## src/design/f32c_pkg.sv

```systemverilog
package f32c_pkg;

  // Bytes per block between folds
  localparam int unsigned BlockLen = 360;

  localparam int unsigned LowW  = 18;
  localparam int unsigned HighW = 26;
  localparam int unsigned PosW  = 9;
  localparam int unsigned FoldW = 17;

  typedef logic [LowW-1:0]  low_sum_t;
  typedef logic [HighW-1:0] high_sum_t;
  typedef logic [PosW-1:0]  block_pos_t;
  typedef logic [FoldW-1:0] fold_t;

  localparam low_sum_t   LowInit  = LowW'(16'hFFFF);
  localparam high_sum_t  HighInit = HighW'(16'hFFFF);
  localparam block_pos_t LastPos  = PosW'(BlockLen - 1);

  // Fold of the low sum: low 16 bits plus bits above 16
  function automatic fold_t fold_low(input low_sum_t v);
    return {1'b0, v[15:0]} + {15'b0, v[17:16]};
  endfunction

  // Fold of the high sum
  function automatic fold_t fold_high(input high_sum_t v);
    return {1'b0, v[15:0]} + {7'b0, v[25:16]};
  endfunction

  // Fold of an already folded 17-bit sum
  function automatic fold_t fold_again(input fold_t v);
    return {1'b0, v[15:0]} + {16'b0, v[16]};
  endfunction

endpackage

```

## src/design/fletcher32_byte_checksum.sv

```systemverilog
// Byte-serial Fletcher-32 checksum.
// Input channel: one message byte per word (data_byte_i) with last_byte_i
// marking the final byte; a word is taken at a clock edge where in_valid_i
// is high and in_stall_o is low. One byte can be taken every cycle while in_stall_o stays low.
// Output channel: one 32-bit checksum word per message (high sum in the
// upper half), taken where out_valid_o is high and out_stall_i is low.
// The final byte's sums are folded into the fold stage register when that
// byte is taken; the final fold then goes into the output register, which
// drives out_valid_o.
// Throughput: one byte per cycle while in_stall_o is low, set by the accumulate loop.
// Reset (rst_ni low, asynchronous) sets both sums to 0xFFFF, clears the
// block position and drops all pending results.
// A stalled output holds its word; the fold stage behind it still accepts
// one more checksum, and in_stall_o rises only when that stage is full too.
module fletcher32_byte_checksum (
  input  logic                  clk_i,
  input  logic                  rst_ni,
  input  logic                  in_valid_i,
  output logic                  in_stall_o,
  input  logic [7:0]            data_byte_i,
  input  logic                  last_byte_i,
  output logic                  out_valid_o,
  input  logic                  out_stall_i,
  output logic [31:0]           checksum_o
);
  import f32c_pkg::*;

  low_sum_t   low_q, low_d;
  high_sum_t  high_q, high_d;
  block_pos_t pos_q, pos_d;

  logic  fold_valid_q, fold_valid_d;
  fold_t fold_low_q, fold_high_q;

  logic        out_valid_q, out_valid_d;
  logic [31:0] checksum_q;

  logic      accept, out_adv, fold_adv, block_end;
  low_sum_t  low_acc;
  high_sum_t high_acc;
  fold_t     low_f, high_f, low_ff, high_ff;

  // Handshake
  assign out_adv    = !out_valid_q || !out_stall_i;
  assign fold_adv   = fold_valid_q && out_adv;
  assign in_stall_o = fold_valid_q && !out_adv;
  assign accept     = in_valid_i && !in_stall_o;

  // Accumulate and block fold
  always_comb begin
    low_acc   = low_q + {10'b0, data_byte_i};
    high_acc  = high_q + {8'b0, low_acc};
    block_end = (pos_q == LastPos);
    low_f     = fold_low(low_acc);
    high_f    = fold_high(high_acc);

    low_d  = low_q;
    high_d = high_q;
    pos_d  = pos_q;
    if (accept) begin
      if (last_byte_i) begin
        low_d  = LowInit;
        high_d = HighInit;
        pos_d  = '0;
      end else if (block_end) begin
        low_d  = {1'b0, low_f};
        high_d = {9'b0, high_f};
        pos_d  = '0;
      end else begin
        low_d  = low_acc;
        high_d = high_acc;
        pos_d  = pos_q + PosW'(1);
      end
    end
  end

  // Fold stage occupancy
  always_comb begin
    fold_valid_d = fold_valid_q && !fold_adv;
    if (accept && last_byte_i) begin
      fold_valid_d = 1'b1;
    end
  end

  always_ff @(posedge clk_i or negedge rst_ni) begin
    if (!rst_ni) begin
      low_q        <= LowInit;
      high_q       <= HighInit;
      pos_q        <= '0;
      fold_valid_q <= 1'b0;
    end else begin
      low_q        <= low_d;
      high_q       <= high_d;
      pos_q        <= pos_d;
      fold_valid_q <= fold_valid_d;
    end
  end

  always_ff @(posedge clk_i) begin
    if (accept && last_byte_i) begin
      fold_low_q  <= low_f;
      fold_high_q <= high_f;
    end
  end

  // Final fold and output register
  assign low_ff  = fold_again(fold_low_q);
  assign high_ff = fold_again(fold_high_q);
  assign out_valid_d = out_adv ? fold_valid_q : out_valid_q;

  always_ff @(posedge clk_i or negedge rst_ni) begin
    if (!rst_ni) begin
      out_valid_q <= 1'b0;
    end else begin
      out_valid_q <= out_valid_d;
    end
  end

  always_ff @(posedge clk_i) begin
    if (fold_adv) begin
      checksum_q <= {high_ff[15:0], 16'b0} | {15'b0, low_ff};
    end
  end

  assign out_valid_o = out_valid_q;
  assign checksum_o  = checksum_q;

endmodule

```

## config.mk

```make
export PLATFORM = sky130hd
export DESIGN_NAME = fletcher32_byte_checksum
export DESIGN_NICKNAME = d
export VERILOG_FILES = /design/src/design/f32c_pkg.sv /design/src/design/fletcher32_byte_checksum.sv
export SDC_FILE = /design/constraint.sdc
export NUM_CORES = 1
export LEC_CHECK = 0
export BUFFER_PORTS_ARGS = -buffer_cell sky130_fd_sc_hd__buf_4
export CORE_MARGIN = 2
export CORE_UTILIZATION = 54
export DETAILED_ROUTE_END_ITERATION = 8
export GPL_TIMING_DRIVEN = 0
export PLACE_DENSITY = 0.72
export SLEW_MARGIN = 0
export SYNTH_ARGS = -nofsm -noshare
export SYNTH_HDL_FRONTEND = slang
export SYNTH_SLANG_ARGS = --single-unit
```

## constraint.sdc

```tcl
create_clock -name clk_i -period 7.9 [get_ports clk_i]
set_clock_uncertainty 0.05 [all_clocks]
set_input_delay 0.79 -clock clk_i [delete_from_list [all_inputs] [get_ports clk_i]]
set_output_delay 0.79 -clock clk_i [all_outputs]
set_load 0.03 [all_outputs]
```

==> summary.txt, run 1 <==
Routing
  • Per-cell routed wire length: 19.0 um
  • Pre-antenna DRT Iters: 7
  • Antenna Nets Post-Route: 0
  • Iteration-0 DRC Markers: 442
  • Drt total wl: 20.8 mm
  • DR vias: 6712
  • Via/cell ratio: 6.14
  • Detailed-route DRC error count: 0

Logic synthesis
  • Sequential area share after synthesis: 0.427
  • Synthesized flop and latch total: 121
  • Post-synthesis async set-or-reset flop share: 0.455
  • Netlist Area Pre-Place: 0.00796 mm^2
  • Synth unique cells: 71
  • Net Count, Synth: 891
  • Ys Warns: 0
  • Avg Cell Area, Syn: 9.58 um^2
  • Yosys top cell area share: 0.249
  • Top FF cell, synth: edfxtp_1
  • Synth area leader: edfxtp_1
  • Synth area leaders: edfxtp_1 25%, dfstp_2 11%, xnor2_1 8.0%
  • Cells after synthesis: 831
  • EDFF count, synth: 66

Floorplanning
  • Num ports: 47
  • Die footprint: 0.0157 mm^2
  • Core ar.: 0.0145 mm^2
  • Initial Utilization: 0.550
  • Row cnt: 44
  • Die Width: 125 um
  • Die Ht: 125 um

Clock tree
  • Htree depth: 4
  • Clk root buf: clkbuf_16
  • CTS buffer count: 17
  • Clk buf depth: 2
  • Post-CTS setup buffer count: 0
  • Post-CTS Hold Fix Bufs: 0
  • Clock transition at path regs: 0.06 ns
  • PostCTS Resize Cnt: 0
  • Worst skew pair latency: 0.43 ns
  • TritonCTS clock tree: yes
  • Clock sinks: 121

Timing
  • Max-slew violation count: 0
  • Tmin final: 7.33 ns
  • Worst Tran Pin Value: 0.980 ns
  • Final number of setup-violating endpoints: 0
  • Final period utilization: 0.927
  • RSZ-0062 raised after global routing: false
  • Fmax achieved: 137 MHz
  • Slew headroom: 0.336
  • Setup TNS: 0 ns
  • Final Hold Viols: 0

Global route
  • First-pass GRT wire length: 33.2 mm
  • GRT overflow: 0
  • Largest net degree at the start of global routing: 56
  • Initial antenna violation count: 0
  • Number of global-route vias before repair: 6438
  • GRT Total Usage: 0.269

Outcome
  • Status: finished clean

Worst setup path
  • CP Launch Type: flop
  • Critical Path RT: 8.21 ns
  • Worst-path maximum fanout: 10
  • Kind of critical path: reg2reg
  • Worst setup EP type: flop
  • CP arrival: 7.63 ns

Cells and area
  • Most frequent cells in the layout: 85 x nand2_1, 74 x nor2_1, 73 x xnor2_1
  • Most common cell after layout, fill and taps aside: nand2_1
  • Antenna Cells: 0
  • Layout cells sized above 1: 0.149
  • Area Growth Syn to Fin: 14.9%
  • Layout net count: 957

Placement
  • Port bufs: 46
  • Detailed Place HPWL: 15.4 mm
  • Placer Congestion: 0.930

Min path
  • Min-delay worst type: in2async

Flow run
  • MaxCap Viol Count: 0
[cell families after synthesis]
kind of cell / Yosys count / share of synthesized area
simple gates: 306 / 0.191
compound gates: 198 / 0.163
flops: 121 / 0.427
xor+xnor: 101 / 0.113
buf+inv: 58 / 0.0289
fa+ha+maj: 47 / 0.0776
[path summary, 6_finish.rpt]
check | from | end | slack [ns] | cells after the start
max | low_q[3] | high_q[14] | 0.57 | 24
min | rst_ni | out_valid_o | 0.37 | 1
max reg2reg | low_q[3] | high_q[14] | 0.57 | 24
min reg2reg | fold_valid_q | out_valid_o | 0.44 | 1
max in group asynchronous | rst_ni | high_q[20] | 6.90 | 1
min in group clk_i | fold_valid_q | out_valid_o | 0.44 | 1
[layout make-up]
cell class	instances	area, um^2
flip-flops and latches	121	3400
fillers	1212	5340
multi-input cells	652	4350
plain buffers	29	121
inverters	29	109
clock inverters	15	143
clock buffers	17	425
repair buffers	47	365
well taps	184	230
[routing by layer]
layer / track usage / share of wire / up-vias
li1: - / - / 3179
met1: 0.367 / 0.45 / 3283
met2: 0.425 / 0.47 / 209
met3: 0.0501 / 0.057 / 41
met4: 0.107 / 0.029 / 0
met5: 0 / 0 / -
[through the flow]
| step | area [um^2] | util | std cells | hold WS (ns) | worst slack, ns |
|---|---|---|---|---|---|
| 2_1_floorplan | 7960 | - | 831 | 0.393 | 1.59 |
| 3_3_place_gp | 8540 | 0.590 | 1061 | 0.409 | 0.277 |
| 4_1_cts | 9140 | 0.631 | 1094 | 0.398 | 0.604 |
| 5_1_grt | 9140 | 0.631 | 1094 | 0.433 | 0.00176 |
| 6_report | 9140 | 0.631 | 1094 | 0.374 | 0.574 |
| 3_5_place_dp | 8570 | 0.592 | 1062 | 0.435 | 0.211 |
[cell usage after synthesis, types with 21 or more instances]
cell / number
and3_1: 22
dfstp_2: 32
nand3_1: 38
nand2_1: 85
ha_1: 43
nor2_1: 75
o21ai_0: 38
a21oi_1: 43
dfrtp_1: 23
xnor2_1: 73
clkbuf_1: 21
nand4_1: 24
inv_1: 28
edfxtp_1: 66
xor2_1: 26
[worst max-delay path, cell delays in order (launching register included)]
cell and delay, ns:
dfstp_2 0.54, ha_1 0.22, buf_2 0.17, a21o_1 0.19, a22o_1 0.27, o311ai_1 0.81, xnor2_1 0.38, ha_1 0.39
clkbuf_1 0.28, nand2_1 0.15, a21oi_1 0.24, a21o_1 0.22, a21oi_1 0.09, a21oi_1 0.64, and3_1 0.31, xor2_1 0.24
ha_1 0.23, o21ai_0 0.12, o21ai_0 0.21, a21oi_1 0.15, o211ai_1 0.37, and2_1 0.25, nand3_1 0.15, or4_1 0.46
o211a_1 0.13
[registers in the layout, indices dropped and copies added (netlist names)]
signal and cells:
high_q 26, low_q 18, fold_high_q 17, out_valid_o 1, fold_valid_q 1, checksum_o 32
fold_low_q 17, pos_q 9
Power of run 1 is left out: the tool's default activity adds up to more than one toggle a clock period on the data nets, which glitch-free logic cannot reach.
==> run 2: changes to the inputs <==
Settings changed: BUFFER_PORTS_ARGS -buffer_cell sky130_fd_sc_hd__buf_4 to -buffer_cell sky130_fd_sc_hd__buf_2.
==> run 2 against run 1 <==
Compared with the run above:
- flip-flop and latch count unchanged
- worst hold slack improved by 0.043 ns
- utilization decreased by 0.66 points
- final cell count unchanged
- worst setup slack improved by 0.38 ns
- clock-buffer cell count increased by 1
- fmax increased by 5.5%
- register-to-register slack improved by 0.44 ns
- first-iteration DRC count increased by 4.8%
- wire length decreased by 6.0%
- cell area decreased by 1.0%
- global-route usage decreased by 1.3 points
==> summary.txt, run 2 (synthesis results as in run 1) <==
Clock tree
  • Htree depth: 4
  • CTS buffer count: 17
  • Clock transition at path regs: 0.06 ns
  • Clk buf depth: 2
  • TritonCTS clock tree: yes
  • PostCTS Resize Cnt: 0
  • Post-CTS Hold Fix Bufs: 0
  • Post-CTS setup buffer count: 0
  • Clock sinks: 121
  • Clk root buf: clkbuf_16
  • Worst skew pair latency: 0.42 ns

Floorplanning
  • Die Width: 125 um
  • Core ar.: 0.0145 mm^2
  • Num ports: 47
  • Initial Utilization: 0.550
  • Die Ht: 125 um
  • Die footprint: 0.0157 mm^2
  • Row cnt: 44

Routing
  • Per-cell routed wire length: 17.9 um
  • Pre-antenna DRT Iters: 5
  • Drt total wl: 19.5 mm
  • DR vias: 6588
  • Antenna Nets Post-Route: 0
  • Iteration-0 DRC Markers: 463
  • Detailed-route DRC error count: 0
  • Via/cell ratio: 6.02

Timing
  • Final Hold Viols: 0
  • Setup ws final: 0.953 ns
  • Worst Tran Pin Value: 1.00 ns
  • Fmax achieved: 144 MHz
  • RSZ-0062 raised after global routing: false
  • Slew headroom: 0.328
  • Tmin final: 6.95 ns
  • Final period utilization: 0.879
  • Setup TNS: 0 ns
  • Max-slew violation count: 0
  • Final number of setup-violating endpoints: 0

Worst setup path
  • CP Launch Type: input pin
  • Critical Path RT: 8.19 ns
  • Worst-case reg-to-reg path depth: 24
  • Worst setup EP type: flop
  • CP arrival: 7.24 ns
  • Kind of critical path: in2reg
  • Worst-path maximum fanout: 7

Cells and area
  • Layout cells sized above 1: 0.149
  • Antenna Cells: 0
  • Number of flip-flops in the largest register: 32
  • Most frequent cells in the layout: 85 x nand2_1, 74 x nor2_1, 73 x xnor2_1
  • Area of the multi-input gates: 0.00436 mm^2
  • Register area: 0.00340 mm^2
  • Layout net count: 957
  • Final-layout fill cell count: 1203
  • Area Growth Syn to Fin: 13.7%
  • Most common cell after layout, fill and taps aside: nand2_1
  • Final non-filler cell total: 1094

Global route
  • Number of global-route vias before repair: 6180
  • GRT Total Usage: 0.255
  • First-pass GRT wire length: 31.5 mm
  • Initial antenna violation count: 0
  • GRT overflow: 0
  • Largest net degree at the start of global routing: 56

Placement
  • Worst slack at placement: 0.389 ns
  • Placer Congestion: 0.969
  • Detailed Place HPWL: 14.2 mm
  • Cells after DPL: 1062
  • Port bufs: 46

Min path
  • Min-delay worst type: in2async

Flow run
  • MaxCap Viol Count: 0

Outcome
  • Status: finished clean
## run 2: critical path, stage by stage
cell and delay, ns:
buf_2 0.11, ha_1 0.24, fa_1 0.47, a211o_1 0.39, a2111oi_2 0.48, o211ai_2 0.17, nand2_4 0.15, inv_1 0.09
ha_1 0.27, clkbuf_1 0.27, nand2_1 0.09, o21ai_1 0.26, nand3_1 0.14, and2_1 0.18, a31oi_1 0.43, o21a_1 0.27
o21ai_0 0.15, xnor2_1 0.19, ha_1 0.26, or4_1 0.51, o21ai_0 0.37, o2111ai_1 0.26, nand4_1 0.28, nor2_1 0.06
nor4b_1 0.17, nor3_1 0.20
## run 2: per-layer routing
metal | up-vias | track usage | routed length (um)
met5 | - | 0 | 0
met4 | 0 | 0.0889 | 500
met3 | 37 | 0.0620 | 1370
met2 | 217 | 0.391 | 8820
met1 | 3145 | 0.356 | 8850
li1 | 3189 | - | -
## run 2: worst paths after layout
| check | startpoint | end | slack [ns] |
|---|---|---|---|
| hold reg to reg | fold_valid_q | out_valid_o | 0.44 |
| max in group asynchronous | rst_ni | pos_q[5] | 6.89 |
| setup reg to reg | low_q[3] | high_q[15] | 1.01 |
| min in group clk_i | fold_valid_q | out_valid_o | 0.44 |
| hold / removal | rst_ni | low_q[16] | 0.42 |
| setup / recovery | data_byte_i[0] | high_q[15] | 0.95 |
## run 2: final cells by class
cell class | count | area share
clock inverters | 14 | 0.0165
flip-flops and latches | 121 | 0.376
repair buffers | 47 | 0.0279
inverters | 29 | 0.0120
multi-input cells | 652 | 0.482
plain buffers | 29 | 0.0134
clock buffers | 18 | 0.0474
well taps | 184 | 0.0254
## run 2: through the flow
step | hold slack [ns] | util | area, um^2
global route | 0.458 | 0.625 | 9050
finish | 0.417 | 0.625 | 9050
floorplan | 0.393 | - | 7960
CTS | 0.444 | 0.624 | 9040
detailed placement | 0.420 | 0.584 | 8460
global placement | 0.420 | 0.582 | 8420
Power of run 2 is left out for the same reason.
